**src/hw/rtl/dma_ring_receive_fifo_unit_macros.svh**
```systemverilog
// assertion helpers for the rtl
`ifndef DMA_RING_RECEIVE_FIFO_UNIT_MACROS_SVH
`define DMA_RING_RECEIVE_FIFO_UNIT_MACROS_SVH

// same-cycle implication, checked out of reset
`define DMARX_ASSERT_NOW(lbl, clk, rst_n, ante, cons, msg) \
    lbl: assert property (@(posedge clk) disable iff (!rst_n) (ante) |-> (cons)) \
        else $error(msg);

// next-cycle implication, checked out of reset
`define DMARX_ASSERT_NEXT(lbl, clk, rst_n, ante, cons, msg) \
    lbl: assert property (@(posedge clk) disable iff (!rst_n) (ante) |=> (cons)) \
        else $error(msg);

`endif

```
**src/hw/rtl/dmarx_pkg.sv**
```systemverilog
`timescale 1ns / 1ps

package dmarx_pkg;

    localparam int CMD_W   = 2;
    localparam int BYTE_W  = 8;
    localparam int LIMIT_W = 7;

    typedef enum logic [CMD_W-1:0] {
        CMD_RECEIVE = 2'd0,
        CMD_READ    = 2'd1,
        CMD_UPDATE  = 2'd2,
        CMD_CLEAR   = 2'd3
    } dmarx_cmd_t;

    typedef enum logic [1:0] {
        ST_IDLE,
        ST_RD_RUN,
        ST_RD_EMPTY
    } dmarx_state_t;

endpackage

```
**src/hw/rtl/dmarx_if.sv**
```systemverilog
`timescale 1ns / 1ps

// command request channel
interface dmarx_in_if;
    logic                             valid;
    logic                             ready;
    logic [dmarx_pkg::CMD_W-1:0]      cmd;
    logic [dmarx_pkg::BYTE_W-1:0]     rx_byte;
    logic [dmarx_pkg::LIMIT_W-1:0]    read_limit;

    modport source (output valid, output cmd, output rx_byte, output read_limit,
                    input ready);
    modport sink   (input valid, input cmd, input rx_byte, input read_limit,
                    output ready);
endinterface

// read result channel
interface dmarx_out_if;
    logic                             valid;
    logic                             ready;
    logic [dmarx_pkg::BYTE_W-1:0]     out_byte;
    logic                             has_byte;
    logic                             last;
    logic                             overrun;

    modport source (output valid, output out_byte, output has_byte, output last,
                    output overrun, input ready);
    modport sink   (input valid, input out_byte, input has_byte, input last,
                    input overrun, output ready);
endinterface

```
**src/hw/rtl/dmarx_ram.sv**
```systemverilog
`timescale 1ns / 1ps

// simple dual-port ram, one write and one registered read port
module dmarx_ram #(
    parameter int WIDTH = 8,
    parameter int DEPTH = 256
) (
    input  logic                     clk,
    input  logic                     we,
    input  logic [$clog2(DEPTH)-1:0] waddr,
    input  logic [WIDTH-1:0]         wdata,
    input  logic                     re,
    input  logic [$clog2(DEPTH)-1:0] raddr,
    output logic [WIDTH-1:0]         rdata
);

    logic [WIDTH-1:0] mem_reg [DEPTH];
    logic [WIDTH-1:0] rdata_reg;

    always_ff @(posedge clk)
    begin
        if (we)
        begin
            mem_reg[waddr] <= wdata;
        end
        // read data holds until the next read
        if (re)
        begin
            rdata_reg <= mem_reg[raddr];
        end
    end

    assign rdata = rdata_reg;

endmodule

```
**src/hw/rtl/dma_ring_receive_fifo_unit.sv**
```systemverilog
// dma_ring_receive_fifo_unit: ring receive buffer written like a circular dma channel
//
// req channel (valid/ready) carries one command per request: receive a byte,
// read, update the fill level, or clear. rsp channel (valid/ready) carries
// read results; only a read request produces results.
// receive, update and clear complete on acceptance. a read updates the level
// on acceptance, then, while rsp is not stalled, issues one ram read per cycle
// for up to read_limit bytes (clamped to 1..MAX_READ and to the level); the
// single ram read port sets that rate. a byte goes from its ram read through
// the ram data and result registers to rsp. a read on an empty buffer gives
// one result with has_byte low and last high. new requests are taken once the
// read has issued its last ram access, so bytes still in flight overlap the
// next one. a stalled rsp holds the result register and the ram data register; ram
// reads stop until the data register drains, so nothing is dropped.
// reset puts the down-counter and its snapshot at DEPTH and clears level,
// read position and overrun; the ring store is not cleared, so it needs no
// pass after reset and requests are taken right away.
`timescale 1ns / 1ps
`include "dma_ring_receive_fifo_unit_macros.svh"

module dma_ring_receive_fifo_unit #(
    parameter int DEPTH    = 256,
    parameter int MAX_READ = 64
) (
    input  logic        clk,
    input  logic        rst_n,
    dmarx_in_if.sink    req,
    dmarx_out_if.source rsp
);

    localparam int AW = $clog2(DEPTH);
    localparam int CW = $clog2(DEPTH + 1);
    localparam int LW = dmarx_pkg::LIMIT_W;
    localparam int MW = (CW > LW) ? CW : LW;
    localparam int BW = dmarx_pkg::BYTE_W;

    // control state
    dmarx_pkg::dmarx_state_t state_reg, state_next;
    logic [CW-1:0] dma_count_reg, dma_count_next;
    logic [CW-1:0] seen_count_reg, seen_count_next;
    logic [CW-1:0] fill_level_reg, fill_level_next;
    logic          overrun_reg, overrun_next;
    logic [AW-1:0] read_pos_reg, read_pos_next;
    logic [LW-1:0] rem_reg, rem_next;

    // ram data stage (data itself sits in the ram read register)
    logic          dq_valid_reg, dq_valid_next;
    logic          dq_last_reg, dq_last_next;
    logic          dq_ovr_reg, dq_ovr_next;

    // result register
    logic          out_valid_reg, out_valid_next;
    logic [BW-1:0] out_byte_reg, out_byte_next;
    logic          out_has_reg, out_has_next;
    logic          out_last_reg, out_last_next;
    logic          out_ovr_reg, out_ovr_next;

    dmarx_pkg::dmarx_cmd_t cmd;
    logic          req_fire;
    logic          req_ready;
    logic          out_free;
    logic          dq_take;
    logic          issue;
    logic          empty_load;

    logic [CW-1:0] delta;
    logic [CW:0]   sum;
    logic          upd_sat;
    logic [CW-1:0] upd_fill;
    logic          upd_ovr;
    logic [LW-1:0] limit_c;
    logic [LW-1:0] n_read;
    logic [CW-1:0] wdiff;
    logic [AW-1:0] wpos;
    logic [AW-1:0] read_pos_inc;
    logic [BW-1:0] ram_rdata;

    assign cmd      = dmarx_pkg::dmarx_cmd_t'(req.cmd);
    assign req_fire = req.valid && req_ready;
    assign out_free = !out_valid_reg || rsp.ready;
    assign dq_take  = dq_valid_reg && out_free;

    // level update: counter movement since last snapshot, modulo DEPTH
    always_comb
    begin
        if (dma_count_reg > seen_count_reg)
        begin
            delta = CW'(DEPTH) + seen_count_reg - dma_count_reg;
        end
        else
        begin
            delta = seen_count_reg - dma_count_reg;
        end
        sum      = {1'b0, fill_level_reg} + {1'b0, delta};
        upd_sat  = sum > (CW + 1)'(DEPTH);
        upd_fill = upd_sat ? CW'(DEPTH) : sum[CW-1:0];
        upd_ovr  = overrun_reg || upd_sat;
    end

    // read length: limit clamped to 1..MAX_READ, then to the level
    always_comb
    begin
        priority if (req.read_limit == '0)
        begin
            limit_c = LW'(1);
        end
        else if (req.read_limit > LW'(MAX_READ))
        begin
            limit_c = LW'(MAX_READ);
        end
        else
        begin
            limit_c = req.read_limit;
        end
        if (MW'(upd_fill) < MW'(limit_c))
        begin
            n_read = LW'(upd_fill);
        end
        else
        begin
            n_read = limit_c;
        end
    end

    // write position is DEPTH minus the down-counter
    assign wdiff        = CW'(DEPTH) - dma_count_reg;
    assign wpos         = wdiff[AW-1:0];
    assign read_pos_inc = (read_pos_reg == AW'(DEPTH - 1)) ? '0 : read_pos_reg + AW'(1);

    // next state
    always_comb
    begin
        state_next = state_reg;
        unique case (state_reg)
            dmarx_pkg::ST_IDLE:
            begin
                if (req_fire && cmd == dmarx_pkg::CMD_READ)
                begin
                    state_next = (upd_fill == '0) ? dmarx_pkg::ST_RD_EMPTY
                                                  : dmarx_pkg::ST_RD_RUN;
                end
            end
            dmarx_pkg::ST_RD_RUN:
            begin
                if (issue && rem_reg == LW'(1))
                begin
                    state_next = dmarx_pkg::ST_IDLE;
                end
            end
            dmarx_pkg::ST_RD_EMPTY:
            begin
                if (empty_load)
                begin
                    state_next = dmarx_pkg::ST_IDLE;
                end
            end
            default:
            begin
                state_next = dmarx_pkg::ST_IDLE;
            end
        endcase
    end

    // state outputs
    always_comb
    begin
        req_ready  = 1'b0;
        issue      = 1'b0;
        empty_load = 1'b0;
        unique case (state_reg)
            dmarx_pkg::ST_IDLE:
            begin
                req_ready = 1'b1;
            end
            dmarx_pkg::ST_RD_RUN:
            begin
                // one ram read in flight at most, data stage must be free
                issue = !dq_valid_reg || dq_take;
            end
            dmarx_pkg::ST_RD_EMPTY:
            begin
                // empty result goes out after any bytes still in flight
                empty_load = !dq_valid_reg && out_free;
            end
            default:
            begin
                req_ready = 1'b0;
            end
        endcase
    end

    assign req.ready = req_ready;

    // level, counter and read position
    always_comb
    begin
        dma_count_next  = dma_count_reg;
        seen_count_next = seen_count_reg;
        fill_level_next = fill_level_reg;
        overrun_next    = overrun_reg;
        read_pos_next   = read_pos_reg;
        rem_next        = rem_reg;
        if (req_fire)
        begin
            unique case (cmd)
                dmarx_pkg::CMD_RECEIVE:
                begin
                    dma_count_next = (dma_count_reg <= CW'(1)) ? CW'(DEPTH)
                                                               : dma_count_reg - CW'(1);
                end
                dmarx_pkg::CMD_READ:
                begin
                    fill_level_next = upd_fill;
                    overrun_next    = upd_ovr;
                    seen_count_next = dma_count_reg;
                    rem_next        = n_read;
                end
                dmarx_pkg::CMD_UPDATE:
                begin
                    fill_level_next = upd_fill;
                    overrun_next    = upd_ovr;
                    seen_count_next = dma_count_reg;
                end
                dmarx_pkg::CMD_CLEAR:
                begin
                    seen_count_next = dma_count_reg;
                    read_pos_next   = wpos;
                    fill_level_next = '0;
                    overrun_next    = 1'b0;
                end
            endcase
        end
        else if (issue)
        begin
            read_pos_next   = read_pos_inc;
            fill_level_next = fill_level_reg - CW'(1);
            rem_next        = rem_reg - LW'(1);
        end
    end

    // ram data stage and result register
    always_comb
    begin
        dq_valid_next  = dq_valid_reg;
        dq_last_next   = dq_last_reg;
        dq_ovr_next    = dq_ovr_reg;
        out_valid_next = out_valid_reg;
        out_byte_next  = out_byte_reg;
        out_has_next   = out_has_reg;
        out_last_next  = out_last_reg;
        out_ovr_next   = out_ovr_reg;

        if (issue)
        begin
            dq_valid_next = 1'b1;
            dq_last_next  = (rem_reg == LW'(1));
            dq_ovr_next   = overrun_reg;
        end
        else if (dq_take)
        begin
            dq_valid_next = 1'b0;
        end

        priority if (dq_take)
        begin
            out_valid_next = 1'b1;
            out_byte_next  = ram_rdata;
            out_has_next   = 1'b1;
            out_last_next  = dq_last_reg;
            out_ovr_next   = dq_ovr_reg;
        end
        else if (empty_load)
        begin
            out_valid_next = 1'b1;
            out_byte_next  = '0;
            out_has_next   = 1'b0;
            out_last_next  = 1'b1;
            out_ovr_next   = overrun_reg;
        end
        else if (rsp.ready)
        begin
            out_valid_next = 1'b0;
        end
    end

    always_ff @(posedge clk or negedge rst_n)
    begin
        if (!rst_n)
        begin
            state_reg      <= dmarx_pkg::ST_IDLE;
            dma_count_reg  <= CW'(DEPTH);
            seen_count_reg <= CW'(DEPTH);
            fill_level_reg <= '0;
            overrun_reg    <= 1'b0;
            read_pos_reg   <= '0;
            rem_reg        <= '0;
            dq_valid_reg   <= 1'b0;
            out_valid_reg  <= 1'b0;
        end
        else
        begin
            state_reg      <= state_next;
            dma_count_reg  <= dma_count_next;
            seen_count_reg <= seen_count_next;
            fill_level_reg <= fill_level_next;
            overrun_reg    <= overrun_next;
            read_pos_reg   <= read_pos_next;
            rem_reg        <= rem_next;
            dq_valid_reg   <= dq_valid_next;
            out_valid_reg  <= out_valid_next;
        end
    end

    // payload, no reset
    always_ff @(posedge clk)
    begin
        dq_last_reg  <= dq_last_next;
        dq_ovr_reg   <= dq_ovr_next;
        out_byte_reg <= out_byte_next;
        out_has_reg  <= out_has_next;
        out_last_reg <= out_last_next;
        out_ovr_reg  <= out_ovr_next;
    end

    // ring store
    dmarx_ram #(
        .WIDTH (BW),
        .DEPTH (DEPTH)
    ) u_ring (
        .clk   (clk),
        .we    (req_fire && cmd == dmarx_pkg::CMD_RECEIVE),
        .waddr (wpos),
        .wdata (req.rx_byte),
        .re    (issue),
        .raddr (read_pos_reg),
        .rdata (ram_rdata)
    );

    assign rsp.valid    = out_valid_reg;
    assign rsp.out_byte = out_byte_reg;
    assign rsp.has_byte = out_has_reg;
    assign rsp.last     = out_last_reg;
    assign rsp.overrun  = out_ovr_reg;

    // checks
    `DMARX_ASSERT_NOW(a_fill_bound, clk, rst_n, 1'b1, fill_level_reg <= CW'(DEPTH),
        "fill level above depth")
    `DMARX_ASSERT_NOW(a_count_range, clk, rst_n, 1'b1,
        dma_count_reg != '0 && dma_count_reg <= CW'(DEPTH),
        "dma counter out of range")
    `DMARX_ASSERT_NOW(a_rem_covered, clk, rst_n, state_reg == dmarx_pkg::ST_RD_RUN,
        rem_reg != '0 && MW'(rem_reg) <= MW'(fill_level_reg),
        "read count exceeds fill level")
    `DMARX_ASSERT_NEXT(a_dq_hold, clk, rst_n, dq_valid_reg && out_valid_reg && !rsp.ready,
        dq_valid_reg, "ram data dropped under stall")

endmodule
```
**src/flat_wrapper.sv**
```systemverilog
// flat-port wrapper written by rule: the top's interface ports become plain ports
module dma_ring_receive_fifo_unit_flat 
#(
    parameter int DEPTH    = 256,
    parameter int MAX_READ = 64
)
  (clk, rst_n, req_valid, req_cmd, req_rx_byte, req_read_limit, req_ready, rsp_valid, rsp_out_byte, rsp_has_byte, rsp_last, rsp_overrun, rsp_ready);
  dmarx_in_if req_i ();
  dmarx_out_if rsp_i ();
  input  logic clk;
  input  logic rst_n;
  input wire logic [$bits(req_i.valid)-1:0] req_valid;
  input wire logic [$bits(req_i.cmd)-1:0] req_cmd;
  input wire logic [$bits(req_i.rx_byte)-1:0] req_rx_byte;
  input wire logic [$bits(req_i.read_limit)-1:0] req_read_limit;
  output wire logic [$bits(req_i.ready)-1:0] req_ready;
  output wire logic [$bits(rsp_i.valid)-1:0] rsp_valid;
  output wire logic [$bits(rsp_i.out_byte)-1:0] rsp_out_byte;
  output wire logic [$bits(rsp_i.has_byte)-1:0] rsp_has_byte;
  output wire logic [$bits(rsp_i.last)-1:0] rsp_last;
  output wire logic [$bits(rsp_i.overrun)-1:0] rsp_overrun;
  input wire logic [$bits(rsp_i.ready)-1:0] rsp_ready;
  assign req_i.valid = req_valid;
  assign req_i.cmd = req_cmd;
  assign req_i.rx_byte = req_rx_byte;
  assign req_i.read_limit = req_read_limit;
  assign req_ready = req_i.ready;
  assign rsp_valid = rsp_i.valid;
  assign rsp_out_byte = rsp_i.out_byte;
  assign rsp_has_byte = rsp_i.has_byte;
  assign rsp_last = rsp_i.last;
  assign rsp_overrun = rsp_i.overrun;
  assign rsp_i.ready = rsp_ready;
  dma_ring_receive_fifo_unit #(.DEPTH(DEPTH), .MAX_READ(MAX_READ)) u_core (.clk(clk), .rst_n(rst_n), .req(req_i), .rsp(rsp_i));
endmodule
```
**config.mk**
```make
export PLATFORM = sky130hd
export DESIGN_NAME = dma_ring_receive_fifo_unit_flat
export DESIGN_NICKNAME = d
export VERILOG_FILES = /design/src/hw/rtl/dmarx_pkg.sv /design/src/hw/rtl/dmarx_if.sv /design/src/hw/rtl/dmarx_ram.sv /design/src/hw/rtl/dma_ring_receive_fifo_unit.sv /design/src/flat_wrapper.sv
export VERILOG_INCLUDE_DIRS = /design/src /design/src/hw/rtl
export SDC_FILE = /design/constraint.sdc
export NUM_CORES = 2
export LEC_CHECK = 0
export ABC_AREA = 1
export BUFFER_PORTS_ARGS = -buffer_cell sky130_fd_sc_hd__buf_2
export CORE_MARGIN = 4
export CORE_UTILIZATION = 55
export DETAILED_ROUTE_END_ITERATION = 6
export PLACE_DENSITY_LB_ADDON = 0.05
export SYNTH_ARGS = -nofsm -noshare
export SYNTH_HDL_FRONTEND = slang
export SYNTH_SLANG_ARGS = --single-unit
```
**constraint.sdc**
```tcl
create_clock -name clk -period 13.6 [get_ports clk]
set_input_delay 0 -clock clk [delete_from_list [all_inputs] [get_ports clk]]
set_output_delay 0 -clock clk [all_outputs]
set_load 0.02 [all_outputs]
```
---- Yosys cells after proc, flatten, opt, wreduce, memory -nomap -nowiden ----
Memories as Yosys holds them, arrays and structs flattened. A register that Yosys moved wholly into a read port is not among the register bits.
Index checks and enable logic that the tools add are counted.
word-level totals
  bits in registers ....................... 60
  RAM bits ................................ 2048
  output and inout bits ................... 13
  memories ................................ 1
memory list
  memory                 depth  bits a word  rd ports  clocked after memory_dff  write ports  line             source
  u_core.u_ring.mem_reg  256    8            1         1                         1            dmarx_ram.sv:17  logic [WIDTH-1:0] mem_reg [DEPTH];
operators by class
  add/subtract/negate cells ............... 9
  order comparisons ....................... 5
  eq/ne operators ......................... 13
  mux-type cells .......................... 38
  reduce and logical (&&, ||, !) cells .... 29
operators with widths
  kind                                                  count
  2-to-1 mux 8 bit                                      6
  2-to-1 mux 9 bit                                      5
  2-to-1 mux 7 bit                                      6
  one-hot mux 9 bit (2 select lines)                    1
  subtractor 9 x 1 -> 9 bit (second input constant)     2
  subtractor 9 bit                                      2
  2-to-1 mux 1 bit                                      14
  AND reduction 2 bit                                   6
  adder 9 x 9 -> 10 bit                                 1
  > comparator 10 x 9 -> 1 bit (second input constant)  1
  adder 9 bit (first input constant)                    1
  > comparator 9 bit                                    1
  <= comparator 9 x 1 -> 1 bit (second input constant)  1
  logical NOT 9 bit                                     1
  less-than comparator 9 x 7 -> 1 bit                   1
  adder 8 x 1 -> 8 bit (second input constant)          1
  equality test 8 bit (second input constant)           1
  2-to-1 mux 2 bit                                      4
  nonzero test 2 bit                                    4
  subtractor 1 x 8 -> 8 bit (first input constant)      1
  equality test 7 x 1 -> 1 bit (second input constant)  1
  > comparator 7 bit (second input constant)            1
  logical NOT 7 bit                                     1
  subtractor 7 x 1 -> 7 bit (second input constant)     1
  15 further kinds                                      30

---- Longest topological paths before layout ----
  word-level depth ........................ 10
  depth in mapped cells ................... 34
  mapped depth without buffers ............ 34

---- Hierarchy ----
Synthesis repeated with hierarchy kept, for this count alone.
second synthesis, totals
  cells, all modules ...................... 7641
  area total of the unflattened synthesis .. 88242.1 sq um
by module, submodules not included
  module                      times used  cells an instance  area an instance (sq um)
  dmarx_ram                   1           7003               83476.3
  dma_ring_receive_fifo_unit  1           638                4765.8

---- Worst setup path before layout ----
No wires, ideal clock.
  path type ............................... register to register
  start ................................... register u_core.dma_count_reg[1]
  end ..................................... register u_core.rem_reg[0]
  data arrival time ....................... 4862 ps
  required time ........................... 13523 ps
  setup slack ............................. 8661 ps
  stages on the path, launching flop included .. 34
  path through ............................ dfrtp_1 inv_1 ha_1 fa_1 a31o_2 nand3_1 nand2_1 a21oi_1 nor2_1 a21oi_1 inv_1 nand2_1 o21ai_0 ha_1 or2_1 nand3_1 nand2_1 nand2_1 nand2_1 nor2_1 nand3_1 nand2_2 nand2_1 inv_1 ha_1 a21oi_1 nor2_1 a211oi_1 o211ai_1 inv_1 nand2_1 nand2_1 nand3_1 a21oi_1
between the ends
  word-level cells in the longest chain between the ends .. 9
  elaborated cells on any way between the ends .. 11
  those cells by class .................... add/sub (3); order compare (3); mux (5)
RTL lines
  what                                      line                               source
  from (decl)                               dma_ring_receive_fifo_unit.sv:39   logic [CW-1:0] dma_count_reg, dma_count_next;
  from (signal assigned)                    dma_ring_receive_fifo_unit.sv:291  dma_count_reg <= CW'(DEPTH);
  from (signal assigned)                    dma_ring_receive_fifo_unit.sv:303  dma_count_reg <= dma_count_next;
  subtractor 9 bit (tied with other cells)  dma_ring_receive_fifo_unit.sv:92   delta = seen_count_reg - dma_count_reg;
  2-to-1 mux 9 bit *                        dma_ring_receive_fifo_unit.sv:86   if (dma_count_reg > seen_count_reg)
  adder 9 x 9 -> 10 bit *                   dma_ring_receive_fifo_unit.sv:94   sum = {1'b0, fill_level_reg} + {1'b0, delta};
  > comparator 10 x 9 -> 1 bit              dma_ring_receive_fifo_unit.sv:95   upd_sat = sum > (CW + 1)'(DEPTH);
  2-to-1 mux 9 bit *                        dma_ring_receive_fifo_unit.sv:96   upd_fill = upd_sat ? CW'(DEPTH) : sum[CW-1:0];
  less-than comparator 9 x 7 -> 1 bit       dma_ring_receive_fifo_unit.sv:115  if (MW'(upd_fill) < MW'(limit_c))
  2-to-1 mux 7 bit *                        dma_ring_receive_fifo_unit.sv:115
  2-to-1 mux 7 bit *                        dma_ring_receive_fifo_unit.sv:205  unique case (cmd)
  2-to-1 mux 7 bit *                        dma_ring_receive_fifo_unit.sv:203  if (req_fire)
  to (signal assigned)                      dma_ring_receive_fifo_unit.sv:308  rem_reg <= rem_next;
  to (decl)                                 dma_ring_receive_fifo_unit.sv:44   logic [LW-1:0] rem_reg, rem_next;
Every way passes the cells marked *; elsewhere a longest branch is shown, timed or not. The select of a mux whose other input is x is not followed.
A chain may end at the register's enable or synchronous reset.

---- Final worst setup path ----
  start ................................... register u_core.dma_count_reg[1]
  end ..................................... register u_core.rem_reg[2]
The elaborated chain is that of the path after synthesis.

==> impl_results.md <==
- Setup_tns: 0 ns
- Synth Register Bits: 2116
- Slowest cell on the critical path: dlygate4sd3_1
- Layout cells sized above 1: 6.15%
- Worst-path clk slew: 0.06 ns
- Nets: 7016
- Outcome: completed
- Initial detailed-routing violation count: 6564
- Max-cap violations: 0
- Area occupied by multi-input gates: 20600 sq um
- Max Used Layer: met5
- Synth unique cells: 45
- DR WL/cell: 26.4 um
- Area leader, netlist: edfxtp_1
- Commonest non-fill, non-tap cell in the layout: edfxtp_1
- Final hold viol count: 0
- TritonRoute pass-1 iters: 5
- Die Span Y: 404 um
- Area contributors post-synth: edfxtp_1 72%, o21ai_0 6.1%, nor2_1 5.9%
- Maximum vdd drop: 0.000204 V
- Hpwl dp: 131000 um
- Ys flop type: edfxtp_1
- Clock Sinks: 2116
- Max FFs per register: 2048
- Final setup viols: 0
- Post-place setup slack: 7.87 ns
- Register area: 63300 sq um
- Post-Syn Nets: 7141
- Antenna viol nets, final: 0
- Max Fanout on Critical Path: 8
- Area growth, synth to finish: 9.91%
- Final worst slack: 6.77 ns
- CTS Buf Count: 213
- Final Critical Period: 6.83 ns
- Total gr overflow: 0
- I/O Buffers: 33
- CTS tree: done
- # resized after CTS: 0
- Final period utilization: 50.2%
- Final instance area: 94900 sq um
- Met1 WL: 101000 um
- Worst min path class: input port to flop
- Max Fclk: 146 MHz
- Routed wl met2: 111000 um
- Slew headroom: 16.7%
- Fill cells: 12400
- RSZ-0062 raised after global routing: no
- Post-Route WL: 243000 um
- H-tree levels: 4
- DR DRC count: 0
- Pin count of the biggest net entering global routing: 189
- Worst R2R Path Depth: 35
- Layout Skew: 0.0401 ns
- Post-synth EDFFs: 2068
- I/O Pins: 34
- First-pass GRT wire length: 357000 um
- Vias post-DR: 57000
- Ys Warns: 0
- Row count: 145
- DR WL met3: 21800 um
- Via density: 6.21
- Slew Viols, Final: 0
- Max incr delay on CP: 0.57 ns
- Core footprint: 156000 sq um
- DP Area: 87900 sq um
- Non-Filler Instances: 9184
- Root buf cell: clkbuf_16
- Post-synth top area share: 71.9%
- End-of-flow core utilization: 60.8%
- Horiz. Die Dim: 404 um
- Leakage: 30.9 nW
- Initial Util: 55.3%
- Setup crit end kind: flop
- Cell Pwr Density: 226 nW/um^2
- Asr flop ratio synth: 2.22%
- Critical path arrival: 7.58 ns
- Startpoint class of the critical path: flop
- Initial antenna violation count: 8
- Hold path depth: 4
- Vias in the first global route: 54100
- WP data required: 14.35 ns
- Later-pin clock latency in the skew report: 0.85 ns
- Die area: 163000 sq um
- CP Class: flop to flop
- Synth Cell Area: 86300 sq um
- Placed cell count: 8747
- Routability Congestion: 0.844
- Overall Global Routing Usage: 29.4%
- Slew @ Worst Pin: 1.25 ns
- Most frequent cells in the layout: 2068 x edfxtp_1, 1365 x nor2_1, 1060 x o21ai_0, 651 x nand2_1, 525 x nand3_1
- Clk buf depth: 3
- Sequential area share after synthesis: 73.3%
- Cells after Synth: 7068
- Mapped Avg Cell Area: 12.2 sq um
-- stage by stage --
step / hold WS, ns / power, mW
2_1_floorplan: -0.296 / 13.1
3_3_place_gp: 0.191 / 15.8
3_5_place_dp: 0.188 / 15.8
4_1_cts: 0.0648 / 21.4
5_1_grt: 0.101 / 22.6
6_report: 0.132 / 21.4
-- power by group --
group | internal, mW | switching [mW] | total [mW] | leakage [nW]
Sequential | 7.29 | 0.214 | 7.50 | 19.1
Combinational | 2.39 | 5.93 | 8.32 | 8.51
Clock | 3.12 | 2.47 | 5.60 | 3.21
-- path summary, 6_finish.rpt --
path / start / end / slack (ns)
min in group asynchronous: rst_n / u_core.rsp.valid / 0.39
hold reg to reg: u_core.rsp.has_byte / u_core.rsp.has_byte / 0.46
setup / recovery: u_core.dma_count_reg[1] / u_core.rem_reg[2] / 6.77
hold / removal: req_cmd[0] / u_core.overrun_reg / 0.13
setup reg to reg: u_core.dma_count_reg[1] / u_core.rem_reg[2] / 6.77
max in group asynchronous: rst_n / u_core.read_pos_reg[0] / 12.61
-- cells by family after synthesis --
group	count (synthesis)	synth area share (%)
AO/OA/AOI/OAI	1663	10.5
XOR/XNOR	16	0.162
adder cells (fa/ha/maj)	52	0.841
buffers and inverters	609	2.90
flip-flops	2116	73.3
multiplexers	2	0.0232
AND/OR/NAND/NOR	2610	12.3
-- layout make-up --
cell class                      count  area share (%)
Antenna cell                        1         0.00264
Clock buffer                      283            6.02
Clock inverter                    114           0.952
Inverter                          115           0.491
Multi-Input combinational cell   4343            21.7
Sequential cell                  2116            66.7
Tap cell                         2058            2.71
Timing Repair Buffer              154            1.42
-- cell usage after synthesis, types with 2 or more instances --
cell type	instances
a211oi_1	3
a21oi_1	55
a22oi_1	4
a31oi_1	11
buf_1	32
buf_2	116
buf_4	9
buf_6	4
clkbuf_1	331
clkbuf_4	2
clkinv_1	8
dfrtp_1	45
dfstp_2	2
edfxtp_1	2068
fa_1	10
ha_1	42
inv_1	102
inv_2	4
mux2i_1	2
nand2_1	667
nand2_2	2
nand3_1	525
nand3b_1	3
nand4_1	21
nor2_1	1365
nor2_2	2
nor3_1	5
o21ai_0	1060
o21ai_1	2
o21bai_1	4
o22ai_1	520
or2_1	9
or2_2	7
xnor2_1	7
xor2_1	9
-- worst max-delay path, delay by kind of cell (launching register included) --
family	cells	cell delay [ns]
buffers and inverters	8	1.89
DFF	1	0.44
AOI/OAI and AO/OA	10	1.75
adders and majority gates	4	1.17
and+or+nand+nor	13	1.50
-- repair_timing --
item	in CTS	in global routing
hold buffers	39	0
setup buffers	0	0
hold endpoints to repair	947	0
-- per-layer routing --
layer,global-route usage (%),vias to the layer above
met3,5.55,440
met4,9.24,12
li1,-,25600
met1,42.9,28500
met2,45.2,2510
met5,0,-
(Power assumes the default switching activity.)
